**src/hw/rtl/ttaw_divpipe.sv**
```systemverilog
`timescale 1ns / 1ps
// Pipelined restoring divider: one quotient bit per stage, side data rides along.
module ttaw_divpipe
#(
    parameter int DIVIDEND_W = 17,
    parameter int DIVISOR_W  = 16,
    parameter int SIDE_W     = 1
)
(
    input  logic                  clk,
    input  logic                  rst_n,
    input  logic                  in_valid,
    input  logic [DIVIDEND_W-1:0] dividend,
    input  logic [DIVISOR_W-1:0]  divisor,
    input  logic [SIDE_W-1:0]     side,
    output logic                  out_valid,
    output logic [DIVIDEND_W-1:0] quotient,
    output logic [DIVISOR_W-1:0]  remainder,
    output logic [DIVISOR_W-1:0]  divisor_out,
    output logic [SIDE_W-1:0]     side_out
);

    // dq holds the unused dividend bits on top and the quotient bits below.
    logic                  valid_reg [DIVIDEND_W];
    logic [DIVIDEND_W-1:0] dq_reg    [DIVIDEND_W];
    logic [DIVISOR_W-1:0]  rem_reg   [DIVIDEND_W];
    logic [DIVISOR_W-1:0]  dvs_reg   [DIVIDEND_W];
    logic [SIDE_W-1:0]     side_reg  [DIVIDEND_W];

    for (genvar i = 0; i < DIVIDEND_W; i++)
    begin : g_step
        logic                  valid_cur;
        logic [DIVIDEND_W-1:0] dq_cur;
        logic [DIVISOR_W-1:0]  rem_cur;
        logic [DIVISOR_W-1:0]  dvs_cur;
        logic [SIDE_W-1:0]     side_cur;
        logic [DIVISOR_W:0]    trial;
        logic [DIVISOR_W:0]    diff;
        logic                  fits;

        if (i == 0)
        begin : g_first
            assign valid_cur = in_valid;
            assign dq_cur    = dividend;
            assign rem_cur   = '0;
            assign dvs_cur   = divisor;
            assign side_cur  = side;
        end
        else
        begin : g_next
            assign valid_cur = valid_reg[i-1];
            assign dq_cur    = dq_reg[i-1];
            assign rem_cur   = rem_reg[i-1];
            assign dvs_cur   = dvs_reg[i-1];
            assign side_cur  = side_reg[i-1];
        end

        assign trial = {rem_cur, dq_cur[DIVIDEND_W-1]};
        assign diff  = trial - {1'b0, dvs_cur};
        assign fits  = trial >= {1'b0, dvs_cur};

        always_ff @(posedge clk or negedge rst_n)
        begin
            if (!rst_n)
            begin
                valid_reg[i] <= 1'b0;
            end
            else
            begin
                valid_reg[i] <= valid_cur;
            end
        end

        always_ff @(posedge clk)
        begin
            rem_reg[i]  <= fits ? diff[DIVISOR_W-1:0] : trial[DIVISOR_W-1:0];
            dq_reg[i]   <= {dq_cur[DIVIDEND_W-2:0], fits};
            dvs_reg[i]  <= dvs_cur;
            side_reg[i] <= side_cur;
        end
    end

    assign out_valid   = valid_reg[DIVIDEND_W-1];
    assign quotient    = dq_reg[DIVIDEND_W-1];
    assign remainder   = rem_reg[DIVIDEND_W-1];
    assign divisor_out = dvs_reg[DIVIDEND_W-1];
    assign side_out    = side_reg[DIVIDEND_W-1];

endmodule

```
**config.mk**
```make
export PLATFORM = sky130hd
export DESIGN_NAME = ttaw_divpipe
export DESIGN_NICKNAME = d
export VERILOG_FILES = /design/src/hw/rtl/ttaw_divpipe.sv
export SDC_FILE = /design/constraint.sdc
export NUM_CORES = 1
export LEC_CHECK = 0
export BUFFER_PORTS_ARGS = -buffer_cell sky130_fd_sc_hd__buf_2
export CAP_MARGIN = 20
export CORE_AREA = 2 2 338 206
export DETAILED_ROUTE_END_ITERATION = 7
export DIE_AREA = 0 0 340 208
export GPL_TIMING_DRIVEN = 0
export PLACE_DENSITY_LB_ADDON = 0.15
export SLEW_MARGIN = 10
export SYNTH_ARGS = -nofsm -noshare
export SYNTH_HDL_FRONTEND = slang
export SYNTH_SLANG_ARGS = --single-unit
```
**constraint.sdc**
```tcl
create_clock -name clk -period 7.58 [get_ports clk]
set_input_delay 1.137 -clock clk [delete_from_list [all_inputs] [get_ports clk]]
set_output_delay 1.137 -clock clk [all_outputs]
set_load 0.05 [all_outputs]
```
==> key figures <==
Status
  • Status: complete, no violations

Layout
  • Most frequent cells in the layout: dfxtp_1 (850), inv_1 (323), ha_1 (258)
  • Max reg flops: 289
  • Commonest non-fill, non-tap cell in the layout: dfxtp_1
  • # diodes: 0
  • Layout cells sized above 1: 0.126
  • Post-layout util: 0.551
  • Area Overhead vs Synth: 13.3%
  • # fillers: 5,692
  • Post-Layout Inst Area: between 30,000 and 40,000 µm²
  • Final net count: 3,554

Placement
  • RD Place Congestion: a little under 0.9
  • Post-DP HPWL: between 50,000 and 60,000 µm
  • DP Area: between 30,000 and 40,000 µm²
  • Number of port buffers: 87

Logic synthesis
  • Synth area leaders: dfxtp_1 (52%), ha_1 (9.8%), mux2_2 (4.9%)
  • Yosys top cell area share: 0.518
  • Syn nets: 3,385
  • Post-synth EDFFs: 0
  • Mux contribution to synthesized area: 0.0586
  • Synth Area in XOR/XNOR: 0.0501
  • Compound-gate portion of the synthesized area: 0.122
  • Sequential-to-total area share from yosys stat: 0.531
  • Synth Instances: just over 3,000
  • Netlist cell types: 74
  • Asr flop ratio synth: 0.0196
  • Top_reg_cell synth: dfxtp_1
  • Mean Syn Cell Area: around 11 µm²
  • Yosys Warn Count: 0
  • Mapped Area: roughly 33,000 µm²
  • Synth Area in Simple Gates: 0.0889
  • Post-synthesis adder-cell area fraction: 0.108
  • Synth Register Bits: between 800 and 900
  • Post-synth top area cell: dfxtp_1
  • Largest family of logic cells by synthesized area: compound AO/OA/AOI/OAI gates

Floorplanning
  • Initial core utilization: 0.487
  • Site Rows: 74
  • Full die area: roughly 71,000 µm²
  • Die Y: between 200 and 250 µm
  • Die Span X: about 340 µm
  • Core ar.: around 67,000 µm²
  • IO Pins: 88

Clock tree
  • CTS tree: yes
  • Clk slew on worst S/H paths: ~0.060 ns
  • Cts repair resizes: 0
  • CTS root buffer: clkbuf_16
  • Post-CTS Setup Repair Bufs: 0
  • CTS Sinks: about 870
  • CTS Buf Count: 80
  • Clock Tree Buf Depth: 3
  • H-tree depth: 3
  • Clk_lat worst skew: 0.64 ns
  • Hold buffers post-CTS: 0

Worst setup path
  • Crit Path Category: flop to flop
  • Worst EP required: roughly 8 ns
  • Reg2Reg Depth: 10
  • Worst Setup End Kind: flop
  • CP arrival: about 4.6 ns
  • CP Launch Type: flop
  • Crit Path Max Fanout: 10

Global routing
  • Antenna violations before repair: 1
  • GRT Overall Usage: 0.212
  • Gr ovfl total: 0
  • First-pass GRT wire length: between 100,000 and 150,000 µm
  • Largest net degree at the start of global routing: 18
  • Vias in the first global route: 20,700

Hold path
  • Min-Delay Path Class: flop to flop
  • Hold depth: 0

Detailed routing
  • Vias/cell: just over 5
  • Initial DRC count: 1,440
  • DR vias: between 20,000 and 25,000
  • DRC: 0
  • DRT Wirelength: around 75,000 µm
  • Drt wl/cell: roughly 18 µm
  • DR pass1 iterations: 5
  • Routed Antenna Nets: 0

Timing
  • Worst-margin pin slew: 1.02 ns
  • Worst slew margin: 0.315
  • Hold Violations, Final: 0
  • Final Max Slew Viols: 0
  • Setup TNS: 0 ns
  • Minimum clock period after layout: about 4.2 ns
  • Setup Skew: ~0.019 ns
  • Final worst-path cycle share: 0.548
  • Final setup viols: 0
  • Maximum clock frequency: roughly 240 MHz
  • RSZ-0062 raised after global routing: no

Pwr
  • Max VDD drop: approximately 0.19 mV
  • Power Density: 348 nW/µm²
  • Pleak: around 0.017 µW

Flow run
  • Max-cap violations: 0
## Yosys cell counts (5+ instances only)
master,number
a211o_1,8
mux2i_1,22
fa_1,16
and2_1,8
nand2b_1,33
a21boi_0,20
nor2_1,141
nor2b_1,41
o31a_1,18
xnor2_1,123
o21bai_1,11
or3_1,18
o31ai_1,22
ha_1,258
o211ai_1,8
nand2_1,171
nand3_1,36
a211oi_1,13
mux2_4,7
a21oi_1,176
and4_1,10
buf_2,9
a2111oi_0,5
nor3_1,58
a21o_1,60
o41ai_1,12
mux2_2,142
nor4_1,16
o21ai_0,150
o21a_1,40
inv_1,323
clkbuf_1,25
dfxtp_1,850
o2111ai_1,6
a31oi_1,21
or2_2,13
and3_1,8
xor2_1,65
dfrtp_1,17
nand4_1,31
## logic make-up after synthesis
kind of cell               after synthesis
DFF                                    867
AOI/OAI and AO/OA                      620
adders and majority gates              274
xor gates and xnor gates               188
and+or+nand+nor                        596
muxes                                  171
buffers and inverters                  358
## power by group
part | switching [µW] | internal [µW] | leakage [µW]
Clock | 1770 | 2430 | 0.00135
Combinational | 1930 | 1460 | 0.00878
Sequential | 301 | 5070 | 0.00727
Total | 4000 | 8960 | 0.0174
## path summary, 6_finish.rpt
kind                                   startpoint                              to  slack, ns
max                         dvs_reg[6][1]$_DFF_P_           rem_reg[7][0]$_DFF_P_       3.42
min                        dq_reg[10][15]$_DFF_P_          dq_reg[11][16]$_DFF_P_       0.32
max reg2reg                 dvs_reg[6][1]$_DFF_P_           rem_reg[7][0]$_DFF_P_       3.42
min reg2reg                dq_reg[10][15]$_DFF_P_          dq_reg[11][16]$_DFF_P_       0.32
max in group asynchronous                   rst_n  g_step[16].valid_cur$_DFF_PN0_       6.91
min in group asynchronous                   rst_n   g_step[3].valid_cur$_DFF_PN0_       0.40
## routing by layer
| layer | track usage | vias up | share of wire |
|---|---|---|---|
| met3 | 0.0491 | 93 | 0.073 |
| li1 | - | 10900 | - |
| met4 | 0.0502 | 0 | 0.016 |
| met2 | 0.241 | 632 | 0.32 |
| met1 | 0.371 | 10200 | 0.59 |
| met5 | 0 | - | 0 |
## cell type report
class / instances / area (µm²) / share of cell area
Buffer: 35 / 150 / 0.00403
Clock buffer: 101 / 2200 / 0.0591
Clock inverter: 46 / 588 / 0.0158
Inverter: 323 / 1210 / 0.0326
Multi-Input combinational cell: 1849 / 14000 / 0.377
Sequential cell: 867 / 17400 / 0.469
Tap cell: 912 / 1140 / 0.0307
Timing Repair Buffer: 87 / 435 / 0.0117
## critical path: stages (launching register included)
cell      delay (ns)
dfxtp_1         0.44
inv_1           0.08
ha_1            0.36
nor2b_1         0.16
o21ai_0         0.25
a21oi_1         0.19
o21bai_1        0.43
a31oi_1         0.27
o31ai_2         0.90
clkbuf_1        0.61
o21ai_0         0.29
## through the flow
| stage | hold slack [ns] | total power, µW | std cells | setup slack, ns |
|---|---|---|---|---|
| 4_1_cts | 0.312 | 13000 | 4220 | 3.72 |
| 3_5_place_dp | 0.312 | 8780 | 4073 | 3.76 |
| 2_1_floorplan | 0.310 | 7960 | 3074 | 4.69 |
| 6_report | 0.316 | 13000 | 4220 | 3.42 |
| 3_3_place_gp | 0.309 | 8710 | 4073 | 3.72 |
| 5_1_grt | 0.315 | 13600 | 4220 | 3.23 |
Power figures use the tool's default switching activity.
