===== config.mk =====
export PLATFORM = sky130hd
export DESIGN_NAME = ttaw_addr_out
export DESIGN_NICKNAME = d
export VERILOG_FILES = /design/src/hw/rtl/ttaw_pkg.sv /design/src/hw/rtl/ttaw_addr_out.sv
export SDC_FILE = /design/constraint.sdc
export NUM_CORES = 1
export LEC_CHECK = 0
export ABC_AREA = 0
export ABC_CLOCK_PERIOD_IN_PS = 3290
export BUFFER_PORTS_ARGS = -buffer_cell sky130_fd_sc_hd__buf_2
export CORE_AREA = 2 2 117 119
export DETAILED_ROUTE_END_ITERATION = 6
export DIE_AREA = 0 0 119 121
export GPL_ROUTABILITY_DRIVEN = 0
export HOLD_SLACK_MARGIN = 0.02
export PLACE_DENSITY = 0.81
export REMOVE_ABC_BUFFERS = 1
export SLEW_MARGIN = 20
export SYNTH_ARGS = -nofsm -noshare
export SYNTH_HDL_FRONTEND = slang
export SYNTH_SLANG_ARGS = --single-unit

===== constraint.sdc =====
create_clock -name clk -period 3.29 [get_ports clk]
set_input_delay 0.329 -clock clk [delete_from_list [all_inputs] [get_ports clk]]
set_output_delay 0.329 -clock clk [all_outputs]
set_load 0.01 [all_outputs]

===== src/hw/rtl/ttaw_pkg.sv =====
`timescale 1ns / 1ps
// Shared widths, register indexes, wrap codes and helpers for the texel address pipeline.
package ttaw_pkg;

    localparam int COORD_W      = 17;
    localparam int LEVEL_W      = 4;
    localparam int BASE_W       = 16;
    localparam int DIM_W        = 16;
    localparam int TILE_W       = 9;
    localparam int TILE_REM_W   = 8;
    localparam int WRAP_W       = 15;
    localparam int OFFSET_W     = 16;
    localparam int KEY_W        = 38;
    localparam int CFG_INDEX_W  = 3;
    localparam int CFG_DATA_W   = 16;
    localparam int MODE_W       = 2;

    localparam int LEVEL_COUNT_DEF = 16;

    localparam logic [BASE_W-1:0] MAX_BASE = BASE_W'(32768);
    localparam logic [TILE_W-1:0] MAX_TILE = TILE_W'(256);

    localparam logic [CFG_INDEX_W-1:0] REG_BASE_WIDTH  = 3'd0;
    localparam logic [CFG_INDEX_W-1:0] REG_BASE_HEIGHT = 3'd1;
    localparam logic [CFG_INDEX_W-1:0] REG_TILE_WIDTH  = 3'd2;
    localparam logic [CFG_INDEX_W-1:0] REG_TILE_HEIGHT = 3'd3;
    localparam logic [CFG_INDEX_W-1:0] REG_WRAP_MODE_U = 3'd4;
    localparam logic [CFG_INDEX_W-1:0] REG_WRAP_MODE_V = 3'd5;

    typedef enum logic [MODE_W-1:0] {
        WRAP_BLACK    = 2'd0,
        WRAP_CLAMP    = 2'd1,
        WRAP_PERIODIC = 2'd2,
        WRAP_MIRROR   = 2'd3
    } wrap_mode_t;

    // Per-axis result of the non-periodic modes, plus what the modulo fix-up needs.
    typedef struct packed {
        logic [WRAP_W-1:0] pre;
        logic              outside;
        logic              periodic;
        logic              neg;
    } axis_side_t;

    function automatic logic [BASE_W-1:0] fit_base(input logic [BASE_W-1:0] v);
        logic [BASE_W-1:0] r;
        if (v == '0)
        begin
            r = BASE_W'(1);
        end
        else if (v > MAX_BASE)
        begin
            r = MAX_BASE;
        end
        else
        begin
            r = v;
        end
        return r;
    endfunction

    function automatic logic [TILE_W-1:0] fit_tile(input logic [TILE_W-1:0] v);
        logic [TILE_W-1:0] r;
        if (v == '0)
        begin
            r = TILE_W'(1);
        end
        else if (v > MAX_TILE)
        begin
            r = MAX_TILE;
        end
        else
        begin
            r = v;
        end
        return r;
    endfunction

    // Truncating remainder of a negative coordinate folds back to d - rem.
    function automatic logic [WRAP_W-1:0] wrap_final(input axis_side_t s,
                                                     input logic [DIM_W-1:0] dim,
                                                     input logic [DIM_W-1:0] rem);
        logic [DIM_W-1:0] flip;
        logic [WRAP_W-1:0] r;
        flip = dim - rem;
        if (!s.periodic)
        begin
            r = s.pre;
        end
        else if (s.neg && (rem != '0))
        begin
            r = flip[WRAP_W-1:0];
        end
        else
        begin
            r = rem[WRAP_W-1:0];
        end
        return r;
    endfunction

endpackage


===== src/hw/rtl/ttaw_addr_out.sv =====
`timescale 1ns / 1ps
// Texel offset multiply-add, tile key packing and the result register.
module ttaw_addr_out
    import ttaw_pkg::*;
(
    input  logic                  clk,
    input  logic                  rst_n,
    input  logic                  in_valid,
    input  logic                  black,
    input  logic [LEVEL_W-1:0]    lu,
    input  logic [LEVEL_W-1:0]    lv,
    input  logic [WRAP_W-1:0]     wu,
    input  logic [WRAP_W-1:0]     wv,
    input  logic [WRAP_W-1:0]     tu,
    input  logic [WRAP_W-1:0]     tv,
    input  logic [TILE_REM_W-1:0] ru,
    input  logic [TILE_REM_W-1:0] rv,
    input  logic [TILE_W-1:0]     tile_w,
    output logic                  done,
    output logic                  outside_black,
    output logic [WRAP_W-1:0]     wrapped_u,
    output logic [WRAP_W-1:0]     wrapped_v,
    output logic [WRAP_W-1:0]     tile_index_u,
    output logic [WRAP_W-1:0]     tile_index_v,
    output logic [OFFSET_W-1:0]   texel_offset,
    output logic [KEY_W-1:0]      tile_key
);

    localparam int PROD_W = TILE_REM_W + TILE_W;

    logic                  valid_e_reg;
    logic                  black_e_reg;
    logic [LEVEL_W-1:0]    lu_e_reg;
    logic [LEVEL_W-1:0]    lv_e_reg;
    logic [WRAP_W-1:0]     wu_e_reg;
    logic [WRAP_W-1:0]     wv_e_reg;
    logic [WRAP_W-1:0]     tu_e_reg;
    logic [WRAP_W-1:0]     tv_e_reg;
    logic [TILE_REM_W-1:0] ru_e_reg;
    logic [PROD_W-1:0]     prod_e_reg;

    logic                  done_reg;
    logic                  black_reg;
    logic [WRAP_W-1:0]     wu_reg;
    logic [WRAP_W-1:0]     wv_reg;
    logic [WRAP_W-1:0]     tu_reg;
    logic [WRAP_W-1:0]     tv_reg;
    logic [OFFSET_W-1:0]   offset_reg;
    logic [KEY_W-1:0]      key_reg;

    logic [PROD_W-1:0]     offset_sum;
    logic [KEY_W-1:0]      key_next;

    assign offset_sum = prod_e_reg + PROD_W'(ru_e_reg);
    assign key_next   = {tv_e_reg, tu_e_reg, lv_e_reg, lu_e_reg};

    always_ff @(posedge clk or negedge rst_n)
    begin
        if (!rst_n)
        begin
            valid_e_reg <= 1'b0;
            done_reg    <= 1'b0;
        end
        else
        begin
            valid_e_reg <= in_valid;
            done_reg    <= valid_e_reg;
        end
    end

    always_ff @(posedge clk)
    begin
        black_e_reg <= black;
        lu_e_reg    <= lu;
        lv_e_reg    <= lv;
        wu_e_reg    <= wu;
        wv_e_reg    <= wv;
        tu_e_reg    <= tu;
        tv_e_reg    <= tv;
        ru_e_reg    <= ru;
        prod_e_reg  <= PROD_W'(rv) * PROD_W'(tile_w);

        // Drop every address field when a black-mode axis falls outside.
        black_reg  <= black_e_reg;
        wu_reg     <= black_e_reg ? '0 : wu_e_reg;
        wv_reg     <= black_e_reg ? '0 : wv_e_reg;
        tu_reg     <= black_e_reg ? '0 : tu_e_reg;
        tv_reg     <= black_e_reg ? '0 : tv_e_reg;
        offset_reg <= black_e_reg ? '0 : offset_sum[OFFSET_W-1:0];
        key_reg    <= black_e_reg ? '0 : key_next;
    end

    assign done          = done_reg;
    assign outside_black = black_reg;
    assign wrapped_u     = wu_reg;
    assign wrapped_v     = wv_reg;
    assign tile_index_u  = tu_reg;
    assign tile_index_v  = tv_reg;
    assign texel_offset  = offset_reg;
    assign tile_key      = key_reg;

endmodule


==> summary.md <==
| Metric | Value |
|---|---|
| Row count | 42 |
| Largest family of logic cells by synthesized area | adder cells |
| Failing checks | setup timing |
| FF+latch count, synth | 180 |
| Routed WL | 20.1 mm |
| Post-synth ARST share | 1.11% |
| Mapped cell area | 7220 µm² |
| Avg Synthesized Cell Area | 11.0 µm² |
| CTS max path bufs | 2 |
| Simple-Gate Fraction of Synth Area | 15.8% |
| Pint | 4.91 mW |
| Maxcap violations | 0 |
| Final WS setup | -0.170 ns |
| Critical path arrival | 3.81 ns |
| Drt pass-1 iters | 5 |
| Multiplexer share of the synthesized area | 0% |
| Final setup viols | 8 |
| CP Class | in -> reg |
| ANT cells | 0 |
| Post-route ant nets | 0 |
| Post-detail-place hpwl | 12.1 mm |
| Post-synthesis adder-cell area fraction | 19.1% |
| Register area share after synthesis | 50.1% |
| Area grow syn2layout | 40.5% |
| Detailed-route DRC error count | 0 |
| CTS tree | built |
| Min Tclk post-route | 3.46 ns |
| TritonCTS sink count | 180 |
| Initial drt markers | 295 |
| Final #Nets | 1,145 |
| EDFF count, synth | 0 |
| Largest register FFs | 38 |
| Die X | 119 µm |
| Clock transition at path regs | 0.06 ns |
| Peak supply drop | 0.464 mV |
| GRT Overall Usage | 27.8% |
| Final hold vios | 0 |
| Pwr dens | 708 nW/µm² |
| Slew headroom | 47.0% |
| Clock power frac | 28.3% |
| Slew Viols, Final | 0 |
| Core Region | 13,100 µm² |
| Routed wire per std cell | 17.5 µm |
| Total CTS buffers | 17 |
| Worst-path maximum fanout | 5 |
| Via count | 5,624 |
| CP Data Required Time | 3.64 ns |
| Fraction of the mapped netlist area in compound gates | 4.42% |
| Initial core utilization | 55.2% |
| Crit start category | input port |
| RSZ-0062 raised after global routing | true |
| Initial antenna violation count | 1 |
| Sequential power share | 36.1% |
| Worst slew pin tran | 0.795 ns |
| Mapped Cells | 654 |
| Leakage power | 4.97 nW |
| Combinational Power Share | 35.6% |
| Largest net degree at the start of global routing | 74 |
| Yosys cell types | 41 |
| Switching pwr | 2.26 mW |
| DIE HEIGHT | 121 µm |
| # IOs | 213 |
| Layout cells sized above 1 | 34.6% |
| DIE AREA | 14,400 µm² |
| Clock root cell | clkbuf_16 |
| Post-Synth XOR/XNOR Area | 2.91% |
| Placed cell areas | 8570 µm² |
| Setup_tns | -1.08 ns |
| First-pass GRT wire length | 30.5 mm |
| Main synth FF type | dfxtp_1 |
| Latest clock arrival within the worst-skew pair | 0.43 ns |
| Vias in the first global route | 5,883 |
| GRT overflow | 0 |
| Hold Crit Class | in -> reg |
| Total power | 7.18 mW |
| Worst setup EP type | flip-flop |
| Routed vias/inst | 4.89 |
| Port Buffers | 212 |
| Fin crit share | 105% |
| Outcome | complete, but fails checks |
| Max Fclk | 289 MHz |
| Synth warnings | 0 |
| H-tree Lvls | 4 |
| Skew final | 0.0105 ns |
| Post-route cell area | 10,100 µm² |
| Sw frac | 31.6% |
layout make-up:
cell class                      count  area, µm²
Multi-Input combinational cell    357       3260
Clock inverter                      9        129
Timing Repair Buffer              334       2190
Fill cell                         740       2950
Tap cell                          176        220
Inverter                           73        274
Sequential cell                   180       3610
Clock buffer                       22        454
critical path: stages:
cell	delay, ns
buf_8	0.10
and2_4	0.15
fa_1	0.53
inv_1	0.05
fa_1	0.52
inv_2	0.04
fa_1	0.48
inv_2	0.04
fa_1	0.50
inv_2	0.05
ha_4	0.28
o211ai_1	0.10
a21oi_2	0.21
buf_4	0.16
o21ai_2	0.05
nand2_1	0.08
xor2_1	0.13
placed cells by master (no fill, tap or decap), types with 9 or more instances in the layout:
cell type,instances
nor2_1,13
dfxtp_1,177
clkbuf_16,17
buf_2,207
and2_1,44
xnor2_1,11
nand2_1,29
xor2_1,12
and2_4,9
buf_4,51
ha_1,35
inv_1,66
fa_1,38
nor2b_1,72
dlygate4sd3_1,73
final timing paths:
kind                              from  cells past startpoint  slack [ns]               end
max in group asynchronous        rst_n                      2        2.93              done
min in group asynchronous        rst_n                      2        0.26       valid_e_reg
min reg2reg                valid_e_reg                      0        0.39              done
min                              lv[0]                      1        0.03       lv_e_reg[0]
max                          tile_w[5]                     17       -0.17    prod_e_reg[13]
max reg2reg                ru_e_reg[7]                      6        0.98  texel_offset[11]
stage by stage:
| step | setup slack, ns | hold slack [ns] | utilization [%] | std cells |
|---|---|---|---|---|
| 6_report | -0.170 | 0.0336 | 77.5 | 1151 |
| 5_1_grt | -0.299 | 0.0232 | 77.5 | 1151 |
| 4_1_cts | -0.107 | 0.0203 | 76.8 | 1147 |
| 3_5_place_dp | -0.882 | 0.118 | 65.5 | 1044 |
| 3_3_place_gp | -0.735 | 0.115 | 65.5 | 1044 |
| 2_1_floorplan | -0.588 | 0.0334 | - | 610 |
cells by family (layout without fill, tap and decap cells):
kind of cell,count (synthesis),in the layout
AO/OA/AOI/OAI,48,48
XOR/XNOR,24,24
adder cells (fa/ha/maj),85,85
buffers and inverters,117,438
flip-flops,180,180
AND/OR/NAND/NOR,200,200
metal layers:
metal	wire length, µm	global-route usage, %	vias up
li1	-	-	2640
met1	7060	27.6	2668
met2	11000	53.6	244
met3	1140	7.19	72
met4	946	12.8	0
met5	0	0	-
synthesized netlist by cell type (2+ instances only):
library cell	number	share of area, %
o21ai_0	9	0.62
dfxtp_1	178	49
xor2_1	12	1.5
nor2_1	14	0.73
a21o_1	4	0.42
dfrtp_1	2	0.69
a31oi_1	4	0.35
o211ai_1	6	0.62
nand2_1	30	1.6
inv_1	73	3.8
clkbuf_1	12	0.62
ha_1	43	7.5
xnor2_1	12	1.5
o2111ai_1	2	0.24
a21oi_1	13	0.90
nor2b_1	72	6.2
buf_4	30	3.1
and2_1	53	4.6
and2b_1	2	0.21
nand2b_1	3	0.26
fa_1	42	12
nor3_1	5	0.35
nand4_1	5	0.43
a211oi_1	2	0.21
nor4_1	5	0.43
nand3_1	6	0.42
power groups by stage:
stage | Combinational, mW | Clock, mW | Sequential, mW
3_3_place_gp | 1.97 | 0 | 2.60
5_1_grt | 2.83 | 2.13 | 2.61
6_report | 2.55 | 2.03 | 2.59
2_1_floorplan | 1.23 | 0 | 2.68
4_1_cts | 2.40 | 2.00 | 2.57
3_5_place_dp | 2.04 | 0 | 2.62
what timing repair did:
item                       4_1_cts  5_1_grt
setup endpoints to repair        8        8
gates resized for setup         51       10
pin swaps                       47       12
setup buffers                    1        2
hold endpoints to repair        72        2
hold buffers                    71        2
(Power assumes the default switching activity.)
