[src/hw/rtl/ttaw_pkg.sv]
`timescale 1ns / 1ps
// Shared widths, register indexes, wrap codes and helpers for the texel address pipeline.
package ttaw_pkg;

    localparam int COORD_W      = 17;
    localparam int LEVEL_W      = 4;
    localparam int BASE_W       = 16;
    localparam int DIM_W        = 16;
    localparam int TILE_W       = 9;
    localparam int TILE_REM_W   = 8;
    localparam int WRAP_W       = 15;
    localparam int OFFSET_W     = 16;
    localparam int KEY_W        = 38;
    localparam int CFG_INDEX_W  = 3;
    localparam int CFG_DATA_W   = 16;
    localparam int MODE_W       = 2;

    localparam int LEVEL_COUNT_DEF = 16;

    localparam logic [BASE_W-1:0] MAX_BASE = BASE_W'(32768);
    localparam logic [TILE_W-1:0] MAX_TILE = TILE_W'(256);

    localparam logic [CFG_INDEX_W-1:0] REG_BASE_WIDTH  = 3'd0;
    localparam logic [CFG_INDEX_W-1:0] REG_BASE_HEIGHT = 3'd1;
    localparam logic [CFG_INDEX_W-1:0] REG_TILE_WIDTH  = 3'd2;
    localparam logic [CFG_INDEX_W-1:0] REG_TILE_HEIGHT = 3'd3;
    localparam logic [CFG_INDEX_W-1:0] REG_WRAP_MODE_U = 3'd4;
    localparam logic [CFG_INDEX_W-1:0] REG_WRAP_MODE_V = 3'd5;

    typedef enum logic [MODE_W-1:0] {
        WRAP_BLACK    = 2'd0,
        WRAP_CLAMP    = 2'd1,
        WRAP_PERIODIC = 2'd2,
        WRAP_MIRROR   = 2'd3
    } wrap_mode_t;

    // Per-axis result of the non-periodic modes, plus what the modulo fix-up needs.
    typedef struct packed {
        logic [WRAP_W-1:0] pre;
        logic              outside;
        logic              periodic;
        logic              neg;
    } axis_side_t;

    function automatic logic [BASE_W-1:0] fit_base(input logic [BASE_W-1:0] v);
        logic [BASE_W-1:0] r;
        if (v == '0)
        begin
            r = BASE_W'(1);
        end
        else if (v > MAX_BASE)
        begin
            r = MAX_BASE;
        end
        else
        begin
            r = v;
        end
        return r;
    endfunction

    function automatic logic [TILE_W-1:0] fit_tile(input logic [TILE_W-1:0] v);
        logic [TILE_W-1:0] r;
        if (v == '0)
        begin
            r = TILE_W'(1);
        end
        else if (v > MAX_TILE)
        begin
            r = MAX_TILE;
        end
        else
        begin
            r = v;
        end
        return r;
    endfunction

    // Truncating remainder of a negative coordinate folds back to d - rem.
    function automatic logic [WRAP_W-1:0] wrap_final(input axis_side_t s,
                                                     input logic [DIM_W-1:0] dim,
                                                     input logic [DIM_W-1:0] rem);
        logic [DIM_W-1:0] flip;
        logic [WRAP_W-1:0] r;
        flip = dim - rem;
        if (!s.periodic)
        begin
            r = s.pre;
        end
        else if (s.neg && (rem != '0))
        begin
            r = flip[WRAP_W-1:0];
        end
        else
        begin
            r = rem[WRAP_W-1:0];
        end
        return r;
    endfunction

endpackage

[src/hw/rtl/ttaw_axis_prep.sv]
`timescale 1ns / 1ps
// One axis front end: level clamp, level dimension, clamp/mirror/black handling.
module ttaw_axis_prep
    import ttaw_pkg::*;
#(
    parameter int LEVEL_COUNT = LEVEL_COUNT_DEF
)
(
    input  logic                      clk,
    input  logic                      rst_n,
    input  logic                      in_valid,
    input  logic signed [COORD_W-1:0] coord,
    input  logic [LEVEL_W-1:0]        level,
    input  logic [BASE_W-1:0]         base,
    input  wrap_mode_t                mode,
    output logic                      out_valid,
    output logic [LEVEL_W-1:0]        level_out,
    output logic [DIM_W-1:0]          dim,
    output logic [COORD_W-1:0]        magnitude,
    output axis_side_t                side
);

    localparam logic [LEVEL_W-1:0] LEVEL_TOP = LEVEL_W'(LEVEL_COUNT - 1);

    logic                      valid_a_reg;
    logic signed [COORD_W-1:0] coord_a_reg;
    logic [LEVEL_W-1:0]        level_a_reg;
    logic [LEVEL_W-1:0]        level_a_next;

    logic                      valid_b_reg;
    logic signed [COORD_W-1:0] coord_b_reg;
    logic [LEVEL_W-1:0]        level_b_reg;
    logic [DIM_W-1:0]          dim_b_reg;
    logic [DIM_W-1:0]          dim_b_next;
    logic [DIM_W-1:0]          shifted;

    logic                      valid_c_reg;
    logic [LEVEL_W-1:0]        level_c_reg;
    logic [DIM_W-1:0]          dim_c_reg;
    logic [COORD_W-1:0]        mag_c_reg;
    logic [COORD_W-1:0]        mag_c_next;
    axis_side_t                side_c_reg;
    axis_side_t                side_c_next;

    logic signed [COORD_W+1:0] ce;
    logic signed [COORD_W+1:0] de;
    logic signed [COORD_W+1:0] mirror_hi;
    logic                      below;
    logic                      above;
    logic [WRAP_W-1:0]         dim_last;
    logic [WRAP_W-1:0]         coord_low;

    assign level_a_next = (32'(level) >= LEVEL_COUNT) ? LEVEL_TOP : level;

    assign shifted    = fit_base(base) >> level_a_reg;
    assign dim_b_next = (shifted == '0) ? DIM_W'(1) : shifted;

    always_comb
    begin
        ce        = (COORD_W+2)'(coord_b_reg);
        de        = signed'({3'b000, dim_b_reg});
        below     = coord_b_reg[COORD_W-1];
        above     = !below && (ce >= de);
        mirror_hi = (de <<< 1) - ce - (COORD_W+2)'(1);
        dim_last  = WRAP_W'(dim_b_reg - DIM_W'(1));
        coord_low = coord_b_reg[WRAP_W-1:0];
        mag_c_next = below ? COORD_W'(-ce) : COORD_W'(ce);

        side_c_next.pre      = coord_low;
        side_c_next.outside  = 1'b0;
        side_c_next.periodic = 1'b0;
        side_c_next.neg      = below;

        unique case (mode)
            WRAP_BLACK:
            begin
                side_c_next.outside = below || above;
            end
            WRAP_CLAMP:
            begin
                if (below)
                begin
                    side_c_next.pre = '0;
                end
                else if (above)
                begin
                    side_c_next.pre = dim_last;
                end
            end
            WRAP_PERIODIC:
            begin
                side_c_next.pre      = '0;
                side_c_next.periodic = 1'b1;
            end
            WRAP_MIRROR:
            begin
                // Reflect once, then clamp what still lies outside.
                if (below)
                begin
                    side_c_next.pre = (mag_c_next >= {1'b0, dim_b_reg}) ? dim_last
                                                                          : mag_c_next[WRAP_W-1:0];
                end
                else if (above)
                begin
                    side_c_next.pre = mirror_hi[COORD_W+1] ? '0 : mirror_hi[WRAP_W-1:0];
                end
            end
            default:
            begin
                side_c_next.pre = coord_low;
            end
        endcase
    end

    always_ff @(posedge clk or negedge rst_n)
    begin
        if (!rst_n)
        begin
            valid_a_reg <= 1'b0;
            valid_b_reg <= 1'b0;
            valid_c_reg <= 1'b0;
        end
        else
        begin
            valid_a_reg <= in_valid;
            valid_b_reg <= valid_a_reg;
            valid_c_reg <= valid_b_reg;
        end
    end

    always_ff @(posedge clk)
    begin
        coord_a_reg <= coord;
        level_a_reg <= level_a_next;
        coord_b_reg <= coord_a_reg;
        level_b_reg <= level_a_reg;
        dim_b_reg   <= dim_b_next;
        level_c_reg <= level_b_reg;
        dim_c_reg   <= dim_b_reg;
        mag_c_reg   <= mag_c_next;
        side_c_reg  <= side_c_next;
    end

    assign out_valid = valid_c_reg;
    assign level_out = level_c_reg;
    assign dim       = dim_c_reg;
    assign magnitude = mag_c_reg;
    assign side      = side_c_reg;

endmodule

[config.mk]
export PLATFORM = sky130hd
export DESIGN_NAME = ttaw_axis_prep
export DESIGN_NICKNAME = d
export VERILOG_FILES = /design/src/hw/rtl/ttaw_pkg.sv /design/src/hw/rtl/ttaw_axis_prep.sv
export SDC_FILE = /design/constraint.sdc
export NUM_CORES = 1
export LEC_CHECK = 0
export BUFFER_PORTS_ARGS = -buffer_cell sky130_fd_sc_hd__buf_2
export CAP_MARGIN = 20
export CORE_MARGIN = 1.5
export CORE_UTILIZATION = 61
export DETAILED_ROUTE_END_ITERATION = 6
export PLACE_DENSITY = 0.85
export SYNTH_ARGS = -nofsm -noshare
export SYNTH_HDL_FRONTEND = slang
export SYNTH_SLANG_ARGS = --single-unit
[constraint.sdc]
create_clock -name clk -period 10.5 [get_ports clk]
set_input_delay 2.1 -clock clk [delete_from_list [all_inputs] [get_ports clk]]
set_output_delay 2.1 -clock clk [all_outputs]
set_load 0.005 [all_outputs]
==> impl_summary.txt, run 1 <==
----------------------------------------------------
[Logic synthesis]
  Seq/Total Area, Yosys ... 0.389
  Mean cell area of the mapped netlist ... ~9 sq um
  Top cells by instance count after synthesis ... dfxtp_1, a21oi_1, ha_1
  Leading post-synthesis cells by cell area ... dfxtp_1, ha_1, xnor2_1, a21oi_1, o21ai_0
  Number of enable flip-flop cells after synthesis ... 0
  Post-synth top flop ... dfxtp_1
  Cell count after synthesis ... 653
  Share of synthesized flip-flops with an asynchronous set or reset ... 0.0259
  Most frequent cell after synthesis ... dfxtp_1
  Number of unique standard cell types used by synthesis ... 73
  Warning count from the yosys run ... 0
  Number of flip-flops and latches in the synthesized netlist ... approximately 120
  Synthesized area ... around 6000 sq um
  Number of nets in the synthesized netlist ... about 740
  Yosys top cell area share ... 0.377
  Biggest area consumer among synthesized cells ... dfxtp_1

[Route]
  Overall via count from detail_route ... about 5.5k
  ANT nets after route ... 0
  Iteration-0 DRC Markers ... between 500 and 600
  Post-route DRC violation count ... 0
  Pre-Repair DR Iteration Count ... 7
  WL final ... 17400 microns
  Via-to-Cell Ratio ... between 6 and 7
  WL per Instance ... ~19 microns

[Worst setup path]
  Arr. time, crit path ... 5.17 ns
  Critical path startpoint category ... flop
  Critical path peak fanout ... 15
  Class of the most critical setup path ... reg2reg
  Data required time at the worst endpoint ... 10.93 ns
  R2R setup slack ... about 5.8 ns
  Endpoint class of the critical path ... flop

[Floorplanning]
  Die width ... slightly above 100 microns
  Die outline height ... between 100 and 150 microns
  Number of placement rows ... 36
  Die area ... 10500 sq um
  Top Ports ... between 90 and 100
  CORE AREA ... between 9000 and 10000 sq um
  Starting density of the core ... 0.623

[Clock tree]
  Clk pin slew, worst setup/hold paths ... roughly 0.060 ns
  TritonCTS clock tree ... yes
  Clock H-tree levels ... 4
  Number of buffers created by CTS ... 17
  TritonCTS Sinks ... 116
  Largest buffer count on any clock path ... 2
  Root buf cell ... clkbuf_8
  Skew-Pair Late Insertion Delay ... between 0.5 and 0.6 ns
  Hold bufs inserted after CTS ... 0
  Number of post-CTS setup repair buffers ... 0
  Quantity of gates resized following cts ... 0

[Final layout]
  Max reg flops ... 18
  Filler instances ... between 700 and 800
  Total number of nets in the final design ... roughly 840
  Flip-flop and latch area ... ~2300 sq um
  Post-route design area ... 7160 sq um
  Synthesis-to-layout area growth ... 19.2%
  Share of cells above drive strength 1 ... 0.207
  # diodes ... 0
  Area occupied by multi-input gates ... between 3000 and 4000 sq um

[Power]
  Power density over the cells ... 191 nW/um^2
  Peak supply drop ... 0.185 mV
  Leakage dissipation ... roughly 3.2 nW

[Global routing]
  Remaining global-route overflow ... 0
  Global-route wire length before repair ... 27400 microns
  Vias in the first global route ... 5261
  Number of antenna violations at the first check in global routing ... 0
  Maximum number of pins on one net before global-route repair ... 41
  Global Route Usage Sum ... 0.348

[STA]
  Slew Viols, Final ... 0
  Fin. Hold Viols ... 0
  Setup repair after global routing missed its margin ... no
  Tmin final ... about 4.7 ns
  Setup-failing EPs final ... 0
  Fmax ... around 210 MHz
  Slew @ Worst Pin ... roughly 0.89 ns
  Final worst-path cycle share ... 0.452
  TNS Setup ... 0 ns
  Worst clock skew ... around 0.0068 ns
  Slew headroom ... 0.403

[Flow run]
  Maximum capacitance violations ... 0

[Place]
  Routability congestion estimate ... 1.00
  Detailed placer's ending HPWL ... approximately 12000 microns
  Number of buffers added on ports ... 97
  Instance area at placement ... between 6000 and 7000 sq um

[Min path]
  Path category of the worst min-delay check ... reg2reg

[Status]
  Run status ... completed

----------------------------------------------------
-- power by group --
| group | switching (mW) | total, mW | internal [mW] |
|---|---|---|---|
| registers | 0.0262 | 0.501 | 0.474 |
| logic | 0.156 | 0.269 | 0.113 |
| clock network | 0.225 | 0.594 | 0.369 |
| total | 0.407 | 1.36 | 0.957 |
-- cell families after synthesis --
| group | count (synthesis) | synth area share |
|---|---|---|
| AO/OA/AOI/OAI | 181 | 0.200 |
| multiplexers | 31 | 0.0581 |
| buffers and inverters | 69 | 0.0515 |
| AND/OR/NAND/NOR | 174 | 0.150 |
| XOR/XNOR | 33 | 0.0481 |
| adder cells (fa/ha/maj) | 49 | 0.103 |
| flip-flops | 116 | 0.389 |
-- layout make-up --
| class | count | area share |
|---|---|---|
| multi-input combinational | 468 | 0.469 |
| sequential | 116 | 0.327 |
| timing repair buffer | 100 | 0.0710 |
| clock buffer | 17 | 0.0579 |
| clock inverter | 15 | 0.0274 |
| inverter | 47 | 0.0246 |
| tap | 133 | 0.0232 |
-- final timing paths --
kind,endpoint,start,cells after the start
min in group asynchronous,valid_a_reg,rst_n,1
min reg2reg,coord_b_reg[14],coord_a_reg[14],0
min,coord_b_reg[14],coord_a_reg[14],0
max,side[11],coord_b_reg[0],17
max reg2reg,side[11],coord_b_reg[0],17
max in group asynchronous,valid_b_reg,rst_n,1
-- critical path, cell delays in order (launching register included) --
cell and delay, ns:
dfxtp_1 0.33, inv_1 0.16, ha_1 0.20, nor3b_2 0.25
nand2_1 0.15, or3_1 0.43, o21ai_0 0.22, xnor2_1 0.19
inv_1 0.10, ha_1 0.32, a21oi_1 0.14, o21ai_0 0.15
a2111oi_0 0.40, a211oi_1 0.18, nor3_4 0.73, mux2_2 0.31
o22ai_1 0.07, o32ai_1 0.33
-- routing by layer --
| metal | GRT usage | share of wire | up-vias |
|---|---|---|---|
| met4 | 0.158 | 0.031 | 0 |
| met5 | 0 | 0 | - |
| li1 | - | - | 2591 |
| met1 | 0.453 | 0.42 | 2556 |
| met3 | 0.0746 | 0.090 | 50 |
| met2 | 0.556 | 0.46 | 351 |
-- stage by stage --
stage	total power [mW]	worst slack (ns)	hold slack, ns	util	cells
floorplan	0.680	6.68	0.310	-	653
global placement	0.756	6.08	0.310	0.679	864
detailed placement	0.764	5.95	0.312	0.679	864
CTS	1.36	5.83	0.325	0.743	896
global route	1.42	5.42	0.331	0.743	896
finish	1.36	5.75	0.325	0.743	896
-- placed cells by master (no fill, tap or decap), drive strengths merged, types with 7 or more instances in the layout --
cell and n:
dfxtp 113, buf 100, inv 53, a21oi 52
ha 48, nor2 44, nand2 42, o21ai 40
xnor2 32, mux2i 18, nor3 18, clkbuf 17
a21o 13, nand4 12, nand3 12, mux2 11
o22ai 8, nor4 8, and3 7, a221o 7
Power figures use the tool's default switching activity.
==> run 2, diff against run 1 <==
--- a/config.mk
+++ b/config.mk
@@ -5,12 +5,13 @@
 export SDC_FILE = /design/constraint.sdc
 export NUM_CORES = 1
 export LEC_CHECK = 0
+export ABC_AREA = 1
 export BUFFER_PORTS_ARGS = -buffer_cell sky130_fd_sc_hd__buf_2
 export CAP_MARGIN = 20
 export CORE_MARGIN = 1.5
-export CORE_UTILIZATION = 61
+export CORE_UTILIZATION = 57
 export DETAILED_ROUTE_END_ITERATION = 6
-export PLACE_DENSITY = 0.85
+export PLACE_DENSITY = 0.8
 export SYNTH_ARGS = -nofsm -noshare
 export SYNTH_HDL_FRONTEND = slang
 export SYNTH_SLANG_ARGS = --single-unit
==> constraint.sdc (replaced) <==
create_clock -name clk -period 4.7 [get_ports clk]
set_input_delay 0.94 -clock clk [delete_from_list [all_inputs] [get_ports clk]]
set_output_delay 0.94 -clock clk [all_outputs]
set_load 0.005 [all_outputs]
==> run 2 against run 1 <==
Against the previous run: sequential cell count did not move; cell area rose by 3.6%; cell count rose by 19%; synthesized area rose by 4.4%; combinational power rose by 110%; die area rose by 11%; clock skew rose by 0.0049 ns; sequential power rose by 120%; critical path type unchanged.
==> impl_summary.txt, run 2 <==
----------------------------------------------------
[Final layout]
  Area occupied by multi-input gates ... between 3000 and 4000 sq um
  Most common cell after layout, fill and taps aside ... nand2_1
  Non-Filler Instances ... around 1.1k
  Util after Layout ... 0.687
  Filler instances ... around 920
  Total number of nets in the final design ... 1007
  Synthesis-to-layout area growth ... 18.3%
  Flip-flop and latch area ... roughly 2300 sq um
  Post-route design area ... roughly 7400 sq um
  # diodes ... 0
  Most frequent cells in the layout ... nand2_1, nand3_1, dfxtp_1, buf_2, inv_1
  Share of cells above drive strength 1 ... 0.189
  Max reg flops ... 18

[Floorplanning]
  Die outline height ... ~110 microns
  Die width ... approximately 110 microns
  Top Ports ... 98
  Die area ... 11600 sq um
  Starting density of the core ... 0.581
  Number of placement rows ... 38
  CORE AREA ... 10800 sq um

[Logic synthesis]
  Cell count after synthesis ... 821
  Number of flip-flops and latches in the synthesized netlist ... about 120
  Biggest area consumer among synthesized cells ... dfxtp_1
  Top cells by instance count after synthesis ... nand2_1, nand3_1, dfxtp_1
  Share of synthesized cell area in full adder, half adder and majority cells ... 0.0990
  Simple-gate share of the synthesized area ... 0.299
  Compound-Gate Fraction of Synth Area ... 0.100
  Share of synthesized flip-flops with an asynchronous set or reset ... 0.0259
  Multiplexer fraction of the synthesized cell area ... 0
  Warning count from the yosys run ... 0
  Main combinational cell family by area after synthesis ... simple AND/OR/NAND/NOR gates
  Most frequent cell after synthesis ... nand2_1
  Seq/Total Area, Yosys ... 0.373
  Synthesized-area fraction occupied by xor and xnor cells ... 0.0503
  Number of unique standard cell types used by synthesis ... 48
  Synthesized area ... 6270 sq um
  Post-synth top flop ... dfxtp_1
  Number of enable flip-flop cells after synthesis ... 0
  Yosys top cell area share ... 0.361
  Mean cell area of the mapped netlist ... around 7.6 sq um
  Leading post-synthesis cells by cell area ... dfxtp_1, nand2_1, nand3_1, ha_1, inv_1
  Number of nets in the synthesized netlist ... 912

[STA]
  Fmax ... 268 MHz
  Worst clock skew ... around 0.012 ns
  Slew @ Worst Pin ... between 0.6 and 0.7 ns
  Slew Viols, Final ... 0
  Fin. Hold Viols ... 0
  TNS Setup ... 0 ns
  Tmin final ... 3.73 ns
  Setup repair after global routing missed its margin ... no
  Final worst-path cycle share ... 0.794
  Setup-failing EPs final ... 0
  Slew headroom ... 0.555

[Worst setup path]
  Worst Reg-to-Reg Cells ... 19
  Endpoint class of the critical path ... flop
  Critical path peak fanout ... 17
  Class of the most critical setup path ... reg2reg
  End of the worst register-to-register path ... side[4]
  Worst reg2reg path startpoint ... coord_b_reg[1]
  R2R setup slack ... about 0.97 ns
  Arr. time, crit path ... ~4.2 ns
  Data required time at the worst endpoint ... about 5.1 ns
  Critical path startpoint category ... flop

[Route]
  Routed length on met1 ... 6990 microns
  WL per Instance ... approximately 15 microns
  Pre-Repair DR Iteration Count ... 6
  Overall via count from detail_route ... 5928
  Met2 WL post-DR ... roughly 7500 microns
  Iteration-0 DRC Markers ... approximately 440
  Top routing layer in use ... met4
  DR WL met3 ... 1490 microns
  WL final ... about 16000 microns
  Post-route DRC violation count ... 0
  Via-to-Cell Ratio ... 5.55
  ANT nets after route ... 0

[Clock tree]
  Number of post-CTS setup repair buffers ... 0
  Number of buffers created by CTS ... 17
  Quantity of gates resized following cts ... 0
  TritonCTS clock tree ... yes
  Skew-Pair Late Insertion Delay ... 0.53 ns
  Root buf cell ... clkbuf_8
  Clk pin slew, worst setup/hold paths ... 0.06 ns
  TritonCTS Sinks ... 116
  Largest buffer count on any clock path ... 2
  Hold bufs inserted after CTS ... 0
  Clock H-tree levels ... 4

[Place]
  Instance area at placement ... around 6800 sq um
  Instance count after placement with tap cells included ... 1037
  Routability congestion estimate ... 1.00
  Number of buffers added on ports ... between 90 and 100
  Detailed placer's ending HPWL ... between 10000 and 15000 microns

[Global routing]
  Number of antenna violations at the first check in global routing ... 0
  Global Route Usage Sum ... 0.294
  Maximum number of pins on one net before global-route repair ... 26
  Global-route wire length before repair ... between 20000 and 30000 microns
  Vias in the first global route ... between 5k and 6k
  Remaining global-route overflow ... 0

[Power]
  Power density over the cells ... ~400 nW/um^2
  Power, Total ... 2.96 mW
  Leakage dissipation ... about 3.7 nW
  Peak supply drop ... between 0.2 and 0.3 mV

[Status]
  Run status ... completed

[Min path]
  Path category of the worst min-delay check ... in2async

[Flow run]
  Maximum capacitance violations ... 0

----------------------------------------------------
[run 2: cell count changes after synthesis, sizes merged, moves of 18 or more]
cell / before / now
mux2i: 18 / 0
xor2: 1 / 32
xnor2: 32 / 4
inv: 46 / 90
nand3: 12 / 137
nand2: 42 / 175
[run 2: cell families (layout without fill, tap and decap cells)]
group	count (synthesis)	count (layout)
DFF	116	116
and+or+nand+nor	393	393
AOI/OAI and AO/OA	110	110
adders and majority gates	49	49
buffers and inverters	117	225
xor gates and xnor gates	36	36
[run 2: metal layers]
layer,track usage,vias up
met4,0.110,0
met3,0.0817,36
met5,0,-
met2,0.475,274
li1,-,2939
met1,0.372,2679
[run 2: worst max-delay path by stage]
stage                         startpoint  endpoint  cells past startpoint
after floorplan           coord_b_reg[0]  side[10]                     20
after global placement    coord_b_reg[1]   side[4]                     19
after detailed placement  coord_b_reg[1]   side[4]                     19
after CTS                 coord_b_reg[1]   side[4]                     19
after global routing      coord_b_reg[1]   side[5]                     19
final                     coord_b_reg[1]   side[4]                     19
[run 2: area by class of cell]
type	instances	share of cell area
Clock buffer	21	0.0606
Timing Repair Buffer	101	0.0695
Tap cell	140	0.0236
Inverter	92	0.0466
Clock inverter	11	0.0208
Multi-Input combinational cell	588	0.464
Sequential cell	116	0.315
[run 2: where the power goes]
part / switching [mW] / total, mW / internal (mW)
combinational: 0.348 / 0.559 / 0.211
clock: 0.450 / 1.29 / 0.836
sequential: 0.0570 / 1.12 / 1.06
total: 0.855 / 2.96 / 2.11
[run 2: through the flow]
stage	hold slack (ns)	setup WS, ns
5_1_grt	0.180	0.701
4_1_cts	0.180	1.03
3_5_place_dp	0.312	1.11
3_3_place_gp	0.310	1.24
2_1_floorplan	0.310	1.85
6_report	0.193	0.970
[run 2: critical path, stage by stage (launching register included)]
cell and delay [ns]:
dfxtp_1 0.33, inv_1 0.18, ha_1 0.25, nand3_2 0.12, nor3_4 0.22, nand4_2 0.19
nand2_1 0.13, o21ai_0 0.12, xor2_1 0.31, ha_1 0.31, nand2_1 0.10, nor3_1 0.06
nand2_1 0.08, nor2_1 0.06, nor3_4 0.50, nand2_4 0.23, o21ai_0 0.22, nand2_1 0.07
nand3_1 0.08, nand2_1 0.06
==> run 3, diff against run 2 <==
==> constraint.sdc (replaced) <==
create_clock -name clk -period 3.65 [get_ports clk]
set_input_delay 0.73 -clock clk [delete_from_list [all_inputs] [get_ports clk]]
set_output_delay 0.73 -clock clk [all_outputs]
set_load 0.005 [all_outputs]
==> run 3 against run 2 <==
Against the previous run: sequential share of layout area is 0.46 points lower; first-iteration DRC count down 15%; wire length is 0.77% lower; clock-buffer cell count decreased by 3; critical path type unchanged; utilization increased by 1.0 points; clock power grew 22%; via count up 0.76%; combinational power rose by 34%; largest power group unchanged; die area unchanged; highest routed layer unchanged; largest cell class unchanged.
==> impl_summary.txt, run 3 (same netlist as run 2, synthesis figures left out) <==
----------------------------------------------------
[Floorplanning]
  Top Ports ... between 90 and 100
  Die width ... 108 microns
  CORE AREA ... around 11000 sq um
  Starting density of the core ... 0.581
  Die outline height ... 108 microns
  Die area ... between 10000 and 15000 sq um
  Number of placement rows ... 38

[Power]
  Peak supply drop ... 0.505 mV
  Power, Total ... 3.76 mW
  Power density over the cells ... between 400 and 500 nW/um^2
  Leakage dissipation ... roughly 3.8 nW

[Clock tree]
  Root buf cell ... clkbuf_8
  TritonCTS clock tree ... yes
  Clock H-tree levels ... 4
  TritonCTS Sinks ... approximately 120
  Skew-Pair Late Insertion Delay ... about 0.52 ns
  Clk pin slew, worst setup/hold paths ... approximately 0.060 ns
  Quantity of gates resized following cts ... 0
  Largest buffer count on any clock path ... 2
  Number of buffers created by CTS ... 17

[Min path]
  WHS Endpoint ... level_a_reg[1]
  Worst hold start ... level[1]
  Worst hold path depth ... 1
  Path category of the worst min-delay check ... in2reg

[Worst setup path]
  Data required time at the worst endpoint ... between 4 and 5 ns
  Class of the most critical setup path ... reg2reg
  R2R setup slack ... 0.36 ns
  Critical path startpoint category ... flop
  Worst reg2reg path startpoint ... coord_b_reg[0]
  Critical path peak fanout ... 17
  Endpoint class of the critical path ... flop
  End of the worst register-to-register path ... side[5]
  Arr. time, crit path ... about 3.7 ns
  Worst Reg-to-Reg Cells ... 22

[Route]
  WL per Instance ... 14.9 microns
  ANT nets after route ... 0
  Overall via count from detail_route ... 5973
  Post-route DRC violation count ... 0
  WL final ... approximately 16000 microns
  Via-to-Cell Ratio ... about 5.5
  Pre-Repair DR Iteration Count ... 6
  Iteration-0 DRC Markers ... ~380

[STA]
  Final worst-path cycle share ... 0.900
  Setup repair after global routing missed its margin ... no
  Worst clock skew ... between 0.01 and 0.015 ns
  Slew headroom ... 0.345
  WHS ... just over 0.3 ns
  Fmax ... 304 MHz
  Setup-failing EPs final ... 0
  Tmin final ... about 3.3 ns
  TNS Setup ... 0 ns
  Least setup slack across all paths after layout ... between 0.3 and 0.4 ns
  Slew @ Worst Pin ... approximately 0.98 ns
  Slew Viols, Final ... 0
  Fin. Hold Viols ... 0

[Final layout]
  Share of cells above drive strength 1 ... 0.205
  Area occupied by multi-input gates ... roughly 3400 sq um
  Post-route design area ... roughly 7500 sq um
  Flip-flop and latch area ... between 2000 and 2500 sq um
  Synthesis-to-layout area growth ... 20.0%
  # diodes ... 0
  Most common cell after layout, fill and taps aside ... nand2_1
  Max reg flops ... 18
  Most frequent cells in the layout ... nand2_1, nand3_1, dfxtp_1, buf_2, inv_1
  Total number of nets in the final design ... 1024
  Filler instances ... 897

[Global routing]
  Global Route Usage Sum ... 0.288
  Remaining global-route overflow ... 0
  Vias in the first global route ... about 5.5k
  Global-route wire length before repair ... about 26000 microns
  Maximum number of pins on one net before global-route repair ... 25
  Number of antenna violations at the first check in global routing ... 0

[Flow run]
  Maximum capacitance violations ... 0

[Place]
  Number of buffers added on ports ... 97
  Instance area at placement ... 6920 sq um
  Detailed placer's ending HPWL ... approximately 12000 microns
  Worst Setup Slack post-DPL ... roughly 0.21 ns
  Routability congestion estimate ... just under 1

[Status]
  Run status ... completed

----------------------------------------------------
[run 3: cell types whose count changed in the layout (fill, tap and decap cells not counted), sizes merged]
cell / delta
buf: +16
clkinv: +5
clkbuf: -3
clkinvlp: -3
inv: +2
bufinv: -1
dlygate4sd3: +1
[run 3: per-stage QoR]
step,utilization,instances
detailed placement,0.641,1051
finish,0.697,1086
floorplan,-,821
CTS,0.696,1084
global route,0.697,1086
global placement,0.641,1051
[run 3: repair_timing]
action	4_1_cts	5_1_grt
endpoints found under the setup margin	0	15
setup buffers	0	2
hold buffers	1	0
hold endpoints to repair	3	0
[run 3: worst max-delay path by stage]
stage                     cells after the start       end  slack (ns)            from
after global placement                       19   side[4]        0.30  coord_b_reg[1]
after global routing                         21   side[5]        0.06  coord_b_reg[0]
final                                        22   side[5]        0.36  coord_b_reg[0]
after CTS                                    19   side[5]        0.12  coord_b_reg[0]
after floorplan                              20  side[10]        0.80  coord_b_reg[0]
after detailed placement                     19   side[5]        0.21  coord_b_reg[0]
[run 3: critical path, stage by stage (launching register included)]
cell     delay (ns)
dfxtp_1        0.39
inv_1          0.13
ha_1           0.26
nand3_2        0.11
nor3_4         0.06
or2_2          0.30
xor2_1         0.19
ha_1           0.32
nand4_1        0.20
nor2_1         0.16
nand2_1        0.06
nand3_1        0.12
nand2_1        0.07
nand2_1        0.07
nand2_1        0.04
nand2_1        0.06
nand2_1        0.10
nand2_4        0.19
nand2_1        0.08
o21ai_0        0.08
nand2_1        0.07
nand2_1        0.06
nand3_1        0.06
[run 3: power by group]
group,switching [mW],internal [mW]
combinational,0.458,0.291
clock,0.585,0.994
sequential,0.0647,1.37
total,1.11,2.65
[run 3: cell type report]
class,instances,share of cell area
inverters,92,0.0459
flip-flops and latches,116,0.311
well taps,140,0.0233
clock buffers,18,0.0569
multi-input cells,588,0.457
clock inverters,14,0.0206
repair buffers,118,0.0858
[run 3: metal layers]
layer | up-vias | track usage | part of all wire | wire, microns
met5 | - | 0 | 0 | 0
li1 | 2985 | - | - | -
met1 | 2685 | 0.366 | 0.43 | 6890
met4 | 0 | 0.121 | 0.021 | 340
met3 | 26 | 0.0732 | 0.089 | 1440
met2 | 277 | 0.463 | 0.46 | 7520
